$ cat src/sv/gprb_pkg.sv
`timescale 1ns / 1ps
// ----------------------------------------------------------------------------
// gprb_pkg
// Shared types and constants of the gamepad register bank controller.
// ----------------------------------------------------------------------------
package gprb_pkg;

    typedef enum logic [1:0] {
        OP_WRITE  = 2'd0,
        OP_READ   = 2'd1,
        OP_STOP   = 2'd2,
        OP_SAMPLE = 2'd3
    } t_opcode;

    // configuration register indexes
    localparam int          CFG_IDX_W         = 3;
    localparam int          CFG_DATA_W        = 16;
    localparam logic [2:0]  CFG_LED_ENABLE    = 3'd0;
    localparam logic [2:0]  CFG_LED_GAIN      = 3'd1;
    localparam logic [2:0]  CFG_LED_WRAP      = 3'd2;
    localparam logic [2:0]  CFG_MOTOR_MIN     = 3'd3;
    localparam logic [2:0]  CFG_MOTOR_WRAP    = 3'd4;
    localparam logic [2:0]  CFG_VCC_THRESHOLD = 3'd5;

    // configuration reset values
    localparam logic        RST_LED_ENABLE    = 1'b1;
    localparam logic [8:0]  RST_LED_GAIN      = 9'd1;
    localparam logic [15:0] RST_LED_WRAP      = 16'd255;
    localparam logic [15:0] RST_MOTOR_MIN     = 16'd3090;
    localparam logic [15:0] RST_MOTOR_WRAP    = 16'd5100;
    localparam logic [11:0] RST_VCC_THRESHOLD = 12'd2400;

    // stream widths
    localparam int IN_DATA_W  = 64;
    localparam int OUT_DATA_W = 72;

    // fixed-role part of the bank, held in flops
    localparam int          FIX_DEPTH = 10;
    localparam int          FIX_IDX_W = 4;
    localparam int          REG_MOTOR = 6;
    localparam int          REG_RED   = 7;
    localparam int          REG_GREEN = 8;
    localparam int          REG_BLUE  = 9;

    localparam logic [12:0] STICK_CAP = 13'd4096;

    // items held between input and output
    localparam int PIPE_DEPTH = 5;

endpackage

$ cat src/sv/gamepad_register_bank_controller.sv
`timescale 1ns / 1ps
// ----------------------------------------------------------------------------
// gamepad_register_bank_controller
// Byte register bank behind a slave bus, with LED and rumble level outputs.
// ----------------------------------------------------------------------------
//  channel   | handshake                     | payload
//  ----------+-------------------------------+-------------------------------
//  s_axis    | s_axis_tvalid / s_axis_tready | tuser opcode, tdata bus fields
//  m_axis    | m_axis_tvalid / m_axis_tready | tdata read byte and levels
//  cfg       | i_cfg_we (no wait)            | i_cfg_idx, i_cfg_wdata
//
//  One beat in per cycle, one result out per cycle while the output is not
//  stalled; each beat passes in order through input reg, bank update,
//  multiply, clamp and quotient estimate, and quotient correction. The bank
//  update stage carries the pointer from one beat to the next.
//  Reset is synchronous: bank, pointer, valid bits and config return to
//  their defaults. A stalled output backs up stage by stage; empty stages
//  keep filling, so s_axis_tready stays high while any stage is free.
// ----------------------------------------------------------------------------
module gamepad_register_bank_controller
    import gprb_pkg::*;
#(
    parameter int BANK_DEPTH = 10
) (
    input  logic                  i_clk,
    input  logic                  i_rst_n,
    input  logic                  i_cfg_we,
    input  logic [CFG_IDX_W-1:0]  i_cfg_idx,
    input  logic [CFG_DATA_W-1:0] i_cfg_wdata,
    input  logic                  s_axis_tvalid,
    output logic                  s_axis_tready,
    // bus_byte[7:0], buttons[23:8], stick_x[35:24], stick_y[47:36],
    // stick_supply[59:48], zero fill [63:60]
    input  logic [IN_DATA_W-1:0]  s_axis_tdata,
    // opcode[1:0]
    input  logic [1:0]            s_axis_tuser,
    output logic                  m_axis_tvalid,
    input  logic                  m_axis_tready,
    // read_byte[7:0], red_level[23:8], green_level[39:24],
    // blue_level[55:40], motor_level[71:56]
    output logic [OUT_DATA_W-1:0] m_axis_tdata
);

    localparam int         MEM_DEPTH = BANK_DEPTH - FIX_DEPTH;
    localparam int         MEM_SLOTS = (MEM_DEPTH > 0) ? MEM_DEPTH : 1;
    localparam int         MEM_IDX_W = (MEM_SLOTS > 1) ? $clog2(MEM_SLOTS) : 1;
    localparam logic [7:0] DEPTH_B   = 8'(BANK_DEPTH);
    localparam logic [7:0] FIX_B     = 8'(FIX_DEPTH);

    // configuration
    logic        r_led_enable;
    logic [8:0]  r_led_gain;
    logic [15:0] r_led_wrap;
    logic [15:0] r_motor_min;
    logic [15:0] r_motor_wrap;
    logic [11:0] r_vcc_threshold;

    always_ff @(posedge i_clk) begin
        if (!i_rst_n) begin
            r_led_enable    <= RST_LED_ENABLE;
            r_led_gain      <= RST_LED_GAIN;
            r_led_wrap      <= RST_LED_WRAP;
            r_motor_min     <= RST_MOTOR_MIN;
            r_motor_wrap    <= RST_MOTOR_WRAP;
            r_vcc_threshold <= RST_VCC_THRESHOLD;
        end else if (i_cfg_we) begin
            unique case (i_cfg_idx)
                CFG_LED_ENABLE:    r_led_enable    <= i_cfg_wdata[0];
                CFG_LED_GAIN:      r_led_gain      <= i_cfg_wdata[8:0];
                CFG_LED_WRAP:      r_led_wrap      <= i_cfg_wdata;
                CFG_MOTOR_MIN:     r_motor_min     <= i_cfg_wdata;
                CFG_MOTOR_WRAP:    r_motor_wrap    <= i_cfg_wdata;
                CFG_VCC_THRESHOLD: r_vcc_threshold <= i_cfg_wdata[11:0];
                default: ;
            endcase
        end
    end

    // stage valids and advance enables
    logic r_a_vld, r_b_vld, r_c_vld, r_d_vld, r_e_vld;
    logic en_a, en_b, en_c, en_d, en_e;
    logic go_b;

    assign en_e = !r_e_vld || m_axis_tready;
    assign en_d = !r_d_vld || en_e;
    assign en_c = !r_c_vld || en_d;
    assign en_b = !r_b_vld || en_c;
    assign en_a = !r_a_vld || en_b;
    assign go_b = en_b && r_a_vld;

    assign s_axis_tready = en_a;

    always_ff @(posedge i_clk) begin
        if (!i_rst_n) begin
            r_a_vld <= 1'b0;
            r_b_vld <= 1'b0;
            r_c_vld <= 1'b0;
            r_d_vld <= 1'b0;
            r_e_vld <= 1'b0;
        end else begin
            if (en_a) r_a_vld <= s_axis_tvalid;
            if (en_b) r_b_vld <= r_a_vld;
            if (en_c) r_c_vld <= r_b_vld;
            if (en_d) r_d_vld <= r_c_vld;
            if (en_e) r_e_vld <= r_d_vld;
        end
    end

    // stage A: input register
    t_opcode     r_a_op;
    logic [7:0]  r_a_byte;
    logic [15:0] r_a_buttons;
    logic [11:0] r_a_x;
    logic [11:0] r_a_y;
    logic [11:0] r_a_supply;

    always_ff @(posedge i_clk) begin
        if (en_a && s_axis_tvalid) begin
            r_a_op      <= t_opcode'(s_axis_tuser);
            r_a_byte    <= s_axis_tdata[7:0];
            r_a_buttons <= s_axis_tdata[23:8];
            r_a_x       <= s_axis_tdata[35:24];
            r_a_y       <= s_axis_tdata[47:36];
            r_a_supply  <= s_axis_tdata[59:48];
        end
    end

    // stage B: bank update
    logic [7:0]           r_fix [FIX_DEPTH];
    logic [7:0]           n_fix [FIX_DEPTH];
    logic [7:0]           r_ptr, n_ptr;
    logic                 r_loaded, n_loaded;
    logic [7:0]           n_rd;
    logic                 mem_we;
    logic [7:0]           mem_rd_byte;
    logic                 in_range, in_fix;
    logic [FIX_IDX_W-1:0] fix_idx;
    logic                 low_supply;
    logic [12:0]          x_dbl, y_dbl, x_adj, y_adj;

    assign in_range   = r_ptr < DEPTH_B;
    assign in_fix     = r_ptr < FIX_B;
    assign fix_idx    = r_ptr[FIX_IDX_W-1:0];
    assign low_supply = r_a_supply < r_vcc_threshold;
    assign x_dbl      = {r_a_x, 1'b0};
    assign y_dbl      = {r_a_y, 1'b0};

    always_comb begin
        x_adj = {1'b0, r_a_x};
        y_adj = {1'b0, r_a_y};
        if (low_supply) begin
            x_adj = (x_dbl > STICK_CAP) ? STICK_CAP : x_dbl;
            y_adj = (y_dbl > STICK_CAP) ? STICK_CAP : y_dbl;
        end
    end

    always_comb begin
        n_fix    = r_fix;
        n_ptr    = r_ptr;
        n_loaded = r_loaded;
        n_rd     = '0;
        mem_we   = 1'b0;
        unique case (r_a_op)
            OP_WRITE: begin
                if (!r_loaded) begin
                    n_ptr    = r_a_byte;
                    n_loaded = 1'b1;
                end else if (in_range) begin
                    if (in_fix) begin
                        n_fix[fix_idx] = r_a_byte;
                    end else begin
                        mem_we = go_b;
                    end
                    n_ptr = r_ptr + 8'd1;
                end
            end
            OP_READ: begin
                if (in_range) begin
                    n_rd  = in_fix ? r_fix[fix_idx] : mem_rd_byte;
                    n_ptr = r_ptr + 8'd1;
                end
            end
            OP_STOP: begin
                n_loaded = 1'b0;
            end
            OP_SAMPLE: begin
                n_fix[0] = r_a_buttons[7:0];
                n_fix[1] = r_a_buttons[15:8];
                n_fix[2] = x_adj[7:0];
                n_fix[3] = {3'b000, x_adj[12:8]};
                n_fix[4] = y_adj[7:0];
                n_fix[5] = {3'b000, y_adj[12:8]};
            end
            default: ;
        endcase
    end

    // upper bank entries: memory with registered read, addressed ahead by
    // the pointer that the next beat will use
    logic [7:0]           mem [MEM_SLOTS];
    logic [MEM_SLOTS-1:0] r_mem_vld;
    logic [7:0]           r_mem_q;
    logic [7:0]           rd_ptr;
    logic [MEM_IDX_W-1:0] rd_idx, cur_idx;

    assign rd_ptr      = go_b ? n_ptr : r_ptr;
    assign rd_idx      = MEM_IDX_W'(rd_ptr - FIX_B);
    assign cur_idx     = MEM_IDX_W'(r_ptr - FIX_B);
    assign mem_rd_byte = r_mem_vld[cur_idx] ? r_mem_q : 8'h00;

    always_ff @(posedge i_clk) begin
        if (mem_we) mem[cur_idx] <= r_a_byte;
        r_mem_q <= mem[rd_idx];
    end

    always_ff @(posedge i_clk) begin
        if (!i_rst_n) begin
            r_mem_vld <= '0;
        end else if (mem_we) begin
            r_mem_vld[cur_idx] <= 1'b1;
        end
    end

    logic [7:0] r_b_rd, r_b_motor, r_b_red, r_b_green, r_b_blue;

    always_ff @(posedge i_clk) begin
        if (!i_rst_n) begin
            for (int i = 0; i < FIX_DEPTH; i++) r_fix[i] <= 8'h00;
            r_ptr    <= 8'h00;
            r_loaded <= 1'b0;
        end else if (go_b) begin
            r_fix    <= n_fix;
            r_ptr    <= n_ptr;
            r_loaded <= n_loaded;
        end
    end

    always_ff @(posedge i_clk) begin
        if (go_b) begin
            r_b_rd    <= n_rd;
            r_b_motor <= n_fix[REG_MOTOR];
            r_b_red   <= n_fix[REG_RED];
            r_b_green <= n_fix[REG_GREEN];
            r_b_blue  <= n_fix[REG_BLUE];
        end
    end

    // stage C: products
    logic [7:0]  r_c_rd;
    logic [16:0] r_c_red_p, r_c_green_p, r_c_blue_p;
    logic [23:0] r_c_mot_p;
    logic        r_c_mot_zero, r_c_mot_rev;
    logic [15:0] motor_span;

    assign motor_span = r_motor_wrap - r_motor_min;

    always_ff @(posedge i_clk) begin
        if (en_c && r_b_vld) begin
            r_c_rd       <= r_b_rd;
            r_c_red_p    <= 17'(r_b_red) * 17'(r_led_gain);
            r_c_green_p  <= 17'(r_b_green) * 17'(r_led_gain);
            r_c_blue_p   <= 17'(r_b_blue) * 17'(r_led_gain);
            r_c_mot_p    <= 24'(r_b_motor) * 24'(motor_span);
            r_c_mot_zero <= (r_b_motor == 8'h00);
            r_c_mot_rev  <= (r_motor_wrap < r_motor_min);
        end
    end

    // stage D: LED clamp, quotient estimate for the divide by 255
    function automatic logic [15:0] led_level(input logic [16:0] prod,
                                              input logic [15:0] wrap,
                                              input logic        enable);
        logic [15:0] clamped;
        clamped = (prod > {1'b0, wrap}) ? wrap : prod[15:0];
        return enable ? (wrap - clamped) : 16'h0000;
    endfunction

    logic [16:0] t_sum;
    logic [25:0] rem_full;
    logic [7:0]  r_d_rd;
    logic [15:0] r_d_red, r_d_green, r_d_blue;
    logic [15:0] r_d_t;
    logic [9:0]  r_d_rem;
    logic        r_d_mot_zero, r_d_mot_rev;

    // p/256 + p/65536 falls short of p/255 by less than three
    assign t_sum    = 17'(r_c_mot_p[23:8]) + 17'(r_c_mot_p[23:16]);
    assign rem_full = 26'(r_c_mot_p) + 26'(t_sum[15:0]) - 26'({t_sum[15:0], 8'h00});

    always_ff @(posedge i_clk) begin
        if (en_d && r_c_vld) begin
            r_d_rd       <= r_c_rd;
            r_d_red      <= led_level(r_c_red_p, r_led_wrap, r_led_enable);
            r_d_green    <= led_level(r_c_green_p, r_led_wrap, r_led_enable);
            r_d_blue     <= led_level(r_c_blue_p, r_led_wrap, r_led_enable);
            r_d_t        <= t_sum[15:0];
            r_d_rem      <= rem_full[9:0];
            r_d_mot_zero <= r_c_mot_zero;
            r_d_mot_rev  <= r_c_mot_rev;
        end
    end

    // stage E: quotient correction, motor level, output register
    logic [15:0] quot;
    logic [15:0] motor_lvl;
    logic [7:0]  r_e_rd;
    logic [15:0] r_e_red, r_e_green, r_e_blue, r_e_motor;

    always_comb begin
        if (r_d_rem >= 10'd510) begin
            quot = r_d_t + 16'd2;
        end else if (r_d_rem >= 10'd255) begin
            quot = r_d_t + 16'd1;
        end else begin
            quot = r_d_t;
        end
        if (r_d_mot_zero) begin
            motor_lvl = 16'h0000;
        end else if (r_d_mot_rev) begin
            motor_lvl = r_motor_min;
        end else begin
            motor_lvl = quot + r_motor_min;
        end
    end

    always_ff @(posedge i_clk) begin
        if (en_e && r_d_vld) begin
            r_e_rd    <= r_d_rd;
            r_e_red   <= r_d_red;
            r_e_green <= r_d_green;
            r_e_blue  <= r_d_blue;
            r_e_motor <= motor_lvl;
        end
    end

    assign m_axis_tvalid = r_e_vld;
    assign m_axis_tdata  = {r_e_motor, r_e_blue, r_e_green, r_e_red, r_e_rd};

endmodule

$ cat config.mk
export PLATFORM = sky130hd
export DESIGN_NAME = gamepad_register_bank_controller
export DESIGN_NICKNAME = d
export VERILOG_FILES = /design/src/sv/gprb_pkg.sv /design/src/sv/gamepad_register_bank_controller.sv
export SDC_FILE = /design/constraint.sdc
export NUM_CORES = 2
export LEC_CHECK = 0
export BUFFER_PORTS_ARGS = -buffer_cell sky130_fd_sc_hd__buf_2
export CAP_MARGIN = 10
export CORE_MARGIN = 1
export CORE_UTILIZATION = 35
export DETAILED_ROUTE_END_ITERATION = 12
export PLACE_DENSITY = 0.57
export SETUP_SLACK_MARGIN = 0.4
export SYNTH_ARGS = -nofsm -noshare
export SYNTH_HDL_FRONTEND = slang
export SYNTH_SLANG_ARGS = --single-unit
$ cat constraint.sdc
create_clock -name i_clk -period 7.6 [get_ports i_clk]
set_input_delay 0.76 -clock i_clk [delete_from_list [all_inputs] [get_ports i_clk]]
set_output_delay 0.76 -clock i_clk [all_outputs]
set_load 0.02 [all_outputs]
**Word level (Yosys, flattened, before mapping)**

Cells that the tools add are included.

- Add/sub/neg operators: 11
- $mul: 4
- $lt $le $gt $ge: 12
- Eq/ne operators: 10
- Multiplexer cells: 24
- Bitwise gates (word level): 1
- Reductions and logical operators: 32

Operators with widths:

| operator | number |
|---|---|
| 80-bit two-way mux | 2 |
| 16-bit two-way mux | 6 |
| 48-bit one-hot mux with 2 select lines | 1 |
| 80-bit bitwise mux | 1 |
| 16-bit subtractor | 4 |
| 13-bit two-way mux | 4 |
| 17-bit by 16-bit greater-than comparator with 1-bit output | 3 |
| 8-bit by 9-bit multiplier with 17-bit output | 3 |
| 8-bit two-way mux | 5 |
| 8-bit binary-select mux with 4-bit select | 1 |
| 8-bit demux with 4-bit select | 1 |
| 32-bit two-way mux | 1 |
| 13-bit greater-than comparator, second input constant | 2 |
| 8-bit by 16-bit multiplier with 24-bit output | 1 |
| 2-bit AND reduction | 9 |
| 16-bit by 1-bit adder with 16-bit output, second input constant | 1 |
| 16-bit adder | 1 |
| 16-bit by 2-bit adder with 16-bit output, second input constant | 1 |
| 16-bit by 8-bit adder with 16-bit output | 1 |
| 16-bit less-than comparator | 1 |
| 8-bit one-hot mux with 2 select lines | 1 |
| 12-bit less-than comparator | 1 |
| 10-bit adder | 1 |
| 10-bit by 8-bit >= comparator with 1-bit output, second input constant | 1 |
| other kinds (22) | 41 |

- Bits in registers: 507
- Bits of input ports: 90
- Output and inout port bits: 74
- Logic and storage cells: 148

**Depth between registers and ports, before layout**

- Depth in word-level cells: 9
- Depth in mapped cells: 25

**Worst setup path before layout**

No wires, ideal clock.

- Path type: register to register
- Start point: register r_motor_min[1]
- End point: register r_c_mot_p[22] (data pin)
- Setup time: 0.265 ns
- Arrival: 5.923 ns
- Data required time: 7.335 ns
- Slack: 1.412 ns
- Cell stages (with the launch flop): 25
- Buffers on the path: 0
- Clock period less this slack: 6.188 ns
- Cells stage by stage: dfxtp_1 -> inv_1 -> ha_1 -> nor2b_1 -> o21ai_0 -> a21boi_1 -> o21ai_0 -> a21oi_1 -> o21a_1 -> or3b_2 -> fa_1 -> inv_1 -> fa_1 -> fa_1 -> inv_1 -> fa_1 -> inv_1 -> ha_1 -> and4_1 -> nand2_1 -> o21ai_0 -> a21o_1 -> a221oi_1 -> o21ai_0 -> xor2_1

- Cells in the longest elaborated chain, start to end: 2

Ends and longest elaborated chain:

| item | RTL line | text |
|---|---|---|
| start, declared | gamepad_register_bank_controller.sv:54 | `logic [15:0] r_motor_min;` |
| start signal, assigned | gamepad_register_bank_controller.sv:71 | `CFG_MOTOR_MIN: r_motor_min <= i_cfg_wdata;` |
| 16-bit subtractor | gamepad_register_bank_controller.sv:255 | `assign motor_span = r_motor_wrap - r_motor_min;` |
| 8-bit by 16-bit multiplier with 24-bit output | gamepad_register_bank_controller.sv:263 | `r_c_mot_p <= 24'(r_b_motor) * 24'(motor_span);` |
| end signal, assigned | gamepad_register_bank_controller.sv:263 |  |
| end, declared | gamepad_register_bank_controller.sv:251 | `logic [23:0] r_c_mot_p;` |

No other way between the ends.
A chain may end at the register's enable or synchronous reset.

**Final worst setup path**

Ends and elaborated chain as after synthesis.

==> flow_metrics.tcl <==
set metrics [dict create \
    crit_path_max_incr_delay_ns 0.56 \
    setup_viol 0 \
    cts.sinks 507 \
    crit_family "adder cells" \
    synth_cell_types 84 \
    swShare_pct 33.35 \
    fin_util_pct 39.51 \
    rsz0062_at_grt "false" \
    final_nets 4321 \
    synth_area_leaders "edfxtp_1, fa_1, ha_1" \
    grt_pass1_vias 26120 \
    fin_skew_ns 0.02655 \
    reg2reg_to "r_c_mot_p[22]$_DFFE_PP_" \
    hold-path-endpoint "r_a_x[1]$_DFFE_PP_" \
    die_h_um 325.1 \
    syn-num-nets 4183 \
    synth_fa_ha_area_share_pct 22.79 \
    pin_count 164 \
    clkTransAtPathRegs_ns 0.06 \
    leakagePower_nw 17.43 \
    yosysTopAreaCellShare_pct 28.18 \
    switching_power_w 0.003193 \
    crit_fanout 8 \
    synth_compound_area_share_pct 12.08 \
    path_class "register to register" \
    synthArstFlopShare_pct 0 \
    syn_inst 3557 \
    synthesis.area_mm2 0.03655 \
    overflow 0 \
    area_growth_pct 11.89 \
    crit_path_end_kind "register" \
    placed_area_mm2 0.03892 \
    drt-initial-drc-count 1608 \
    syn_area_per_cell_um2 10.27 \
    layout_setup_ws_ns 0.8403 \
    synthSimpleGateAreaFrac_pct 15.06 \
    worstSetupStartpointType "register" \
    finalCriticalPeriod_ns 6.760 \
    cts_tree "built" \
    tightest_slew_ns 1.157 \
    dpl.hpwl_um 69270 \
    rr_startpoint "r_motor_min[1]$_SDFFE_PN1P_" \
    synth_top_family_by_area "adder cells" \
    synth_ff_type "edfxtp_1" \
    antenna_found_initial 1 \
    yosys_warnings 0 \
    yosys.area.top_type "edfxtp_1" \
    power_frac_clock_pct 29.7 \
    whs_path_depth 1 \
    cts_buffers 59 \
    status "complete, but fails checks" \
    synthMuxAreaShare_pct 4.725 \
    max-vdd-ir-drop_uv 235.8 \
    clock_latency_ns 0.64 \
    num_antenna_cells 0 \
    synth_xor_area_share_pct 3.201 \
    grt_util_all_layers_pct 17.58 \
    intPower_w 0.006380 \
    drive_above_1_share_pct 10.63 \
    critPathRequiredTime_ns 7.98 \
    start_util_pct 35.31 \
    drc 1 \
    grt_max_degree 103 \
    yosysSeqAreaShare_pct 37.17 \
    die_area_mm2 0.1057 \
    gp_congestion 0.8616 \
    io_buffer_count 159 \
    critPathSlowestCell "fa_1" \
    drt_wl_total_um 92060 \
    synth_edf_count 343 \
    core_area_mm2 0.1035 \
    viasPerCell 5.075 \
    worstRegToRegCells 24 \
    path_cells "inv_1 -> ha_1 -> nor2b_1 -> o21ai_0 -> a21boi_1 -> o21ai_0 -> a21oi_1 -> o21a_1 -> or3b_2 -> fa_1 -> inv_1 -> fa_1 -> fa_1 -> inv_1 -> fa_1 -> inv_1 -> ha_1 -> and4_1 -> nand2_1 -> o21ai_0 -> a21o_1 -> a221oi_2 -> o21ai_0 -> xor2_1" \
    h-tree-depth 2 \
    wire_per_inst_um 17.96 \
    dp_slack_ns 0.5073 \
    violations "DRC" \
    total_power_w 0.009573 \
    dr.pass1.iters 9 \
    period_share_pct 88.94 \
    nFillCells 10270 \
    synth_seq_cells 507 \
    max_freq_mhz 147.9 \
    ant_nets 0 \
    pwr_density_cell_mw_per_mm2 234.1 \
    r2r_setup_slack_ns 0.84 \
    die_w_um 325.1 \
    relSlewSlack_pct 22.69 \
    power_frac_seq_pct 35.9 \
    clockBufferDepth 3 \
    grt_pass1_wl_um 147500 \
    crit_buf_inv 4 \
    slew_viol_final 0 \
    hold_class "input port to register" \
    worstPathArrival_ns 7.14 \
    stdcell_area_mm2 0.04089 \
    dr_total_vias 26010 \
    combPwrFrac_pct 34.4 \
    maxCapViolCount 0 \
    cts_setup_buffers 0 \
    startpoint "r_motor_min[1]$_SDFFE_PN1P_" \
    num_rows 118 \
    finalSetupTns_ns 0 \
    final_hold_viol_count 0 \
    cts_root_buffer "clkbuf_16" \
    hold_path_startpoint "s_axis_tdata[25]" \
]
how the worst max path moves through the flow:
stage | endpoint | slack (ns) | cells past startpoint
4_1_cts | r_c_mot_p[22]$_DFFE_PP_ | 0.50 | 23
3_3_place_gp | r_c_mot_p[22]$_DFFE_PP_ | 0.59 | 23
3_5_place_dp | r_c_mot_p[22]$_DFFE_PP_ | 0.51 | 23
2_1_floorplan | r_c_mot_p[22]$_DFFE_PP_ | 1.41 | 24
5_1_grt | r_c_mot_p[20]$_DFFE_PP_ | 0.44 | 24
6_report | r_c_mot_p[22]$_DFFE_PP_ | 0.84 | 24
power groups by stage:
stage	Combinational, W	Sequential, W	Clock [W]
after floorplan	0.00258	0.00341	0
after global placement	0.00328	0.00349	0
after detailed placement	0.00329	0.00349	0
after CTS	0.00331	0.00344	0.00292
after global routing	0.00379	0.00345	0.00302
final	0.00330	0.00344	0.00284
registers in the layout, summed over array words and instances (netlist names), 16 cells and up:
| name | flops |
|---|---|
| r_a_buttons | 16 |
| r_c_blue_p | 17 |
| r_c_green_p | 17 |
| r_c_mot_p | 24 |
| r_c_red_p | 17 |
| r_d_blue | 16 |
| r_d_green | 16 |
| r_d_red | 16 |
| r_d_t | 16 |
| r_e_blue | 16 |
| r_e_green | 16 |
| r_e_motor | 16 |
| r_e_red | 16 |
| r_fix | 80 |
| r_led_wrap | 16 |
| r_motor_min | 16 |
| r_motor_wrap | 16 |
what timing repair did:
action,CTS,global route
resized for setup,0,3
endpoints found under the hold margin,0,0
hold buffers,0,0
endpoints found under the setup margin,0,4
worst register-to-register path: cells and delay by family (launching register included):
kind	cells	cell delay, ns
adders and majority gates	6	2.73
xor gates and xnor gates	1	0.15
buffers and inverters	4	0.24
DFF	1	0.46
and+or+nand+nor	4	0.96
AOI/OAI and AO/OA	9	1.98
cell families after synthesis:
family	count (synthesis)
xor+xnor	132
simple gates	1104
flops	507
mux	148
fa+ha+maj	536
compound gates	653
buf+inv	477
layout make-up:
cell class	instances	area [um2]	area share [%]
timing repair buffer	199	1099	2.686
clock buffer	82	1729	4.229
tap	1380	1727	4.223
sequential	507	13580	33.22
inverter	355	1333	3.259
clock inverter	29	226.5	0.5538
multi-input combinational	2573	21200	51.83
layer usage:
layer	GRT usage, %	part of all wire (%)	vias to the layer above
li1	-	-	12650
met1	24.55	47	12600
met2	28.13	45	627
met3	2.506	5.0	134
met4	5.260	2.7	0
met5	0	0	-
cell usage in the layout (no fill, tap or decap), types with 40 or more instances in the layout:
cell type  Yosys  final
mux2i_1       96     96
a21boi_0      94     94
clkbuf_16      0     61
nand3_1       49     49
ha_1         320    320
edfxtp_1     343    343
nor3_1        41     40
buf_4          3     41
nor2b_1       69     66
a21oi_1      117    116
buf_2         14    158
a21o_1        55     55
dfxtp_1      164    164
and2_1       206    206
inv_1        354    354
xnor2_1       94     94
nor2_1       141    141
o21ai_0      138    138
nand2_1      430    430
fa_1         216    216
through the flow:
stage | instances | hold slack [ns]
floorplan | 3557 | 0.4003
global placement | 5014 | 0.4019
detailed placement | 5014 | 0.4045
CTS | 5125 | 0.2455
global route | 5125 | 0.2624
finish | 5125 | 0.2923
cells in the mapped netlist, types with 14 or more instances:
master    number
nand3_1       49
edfxtp_1     343
nor2_1       141
inv_1        354
a31oi_1       32
a221oi_1      15
nand2b_1      37
nor2b_1       69
and3_1        20
a32oi_1       14
dfxtp_1      164
xnor2_1       94
nor3b_1       22
mux2i_1       96
buf_2         14
and2_1       206
clkbuf_1      95
nand2_1      430
mux2_2        36
a21o_1        55
fa_1         216
o211ai_1      31
a21oi_1      117
a211oi_1      16
mux4_2        16
nor3_1        41
o21a_1        30
o21bai_1      15
o211a_1       21
ha_1         320
a21boi_0      94
nand4_1       18
xor2_1        37
o21ai_0      138
Note: power is estimated with default switching activity, not from simulation.
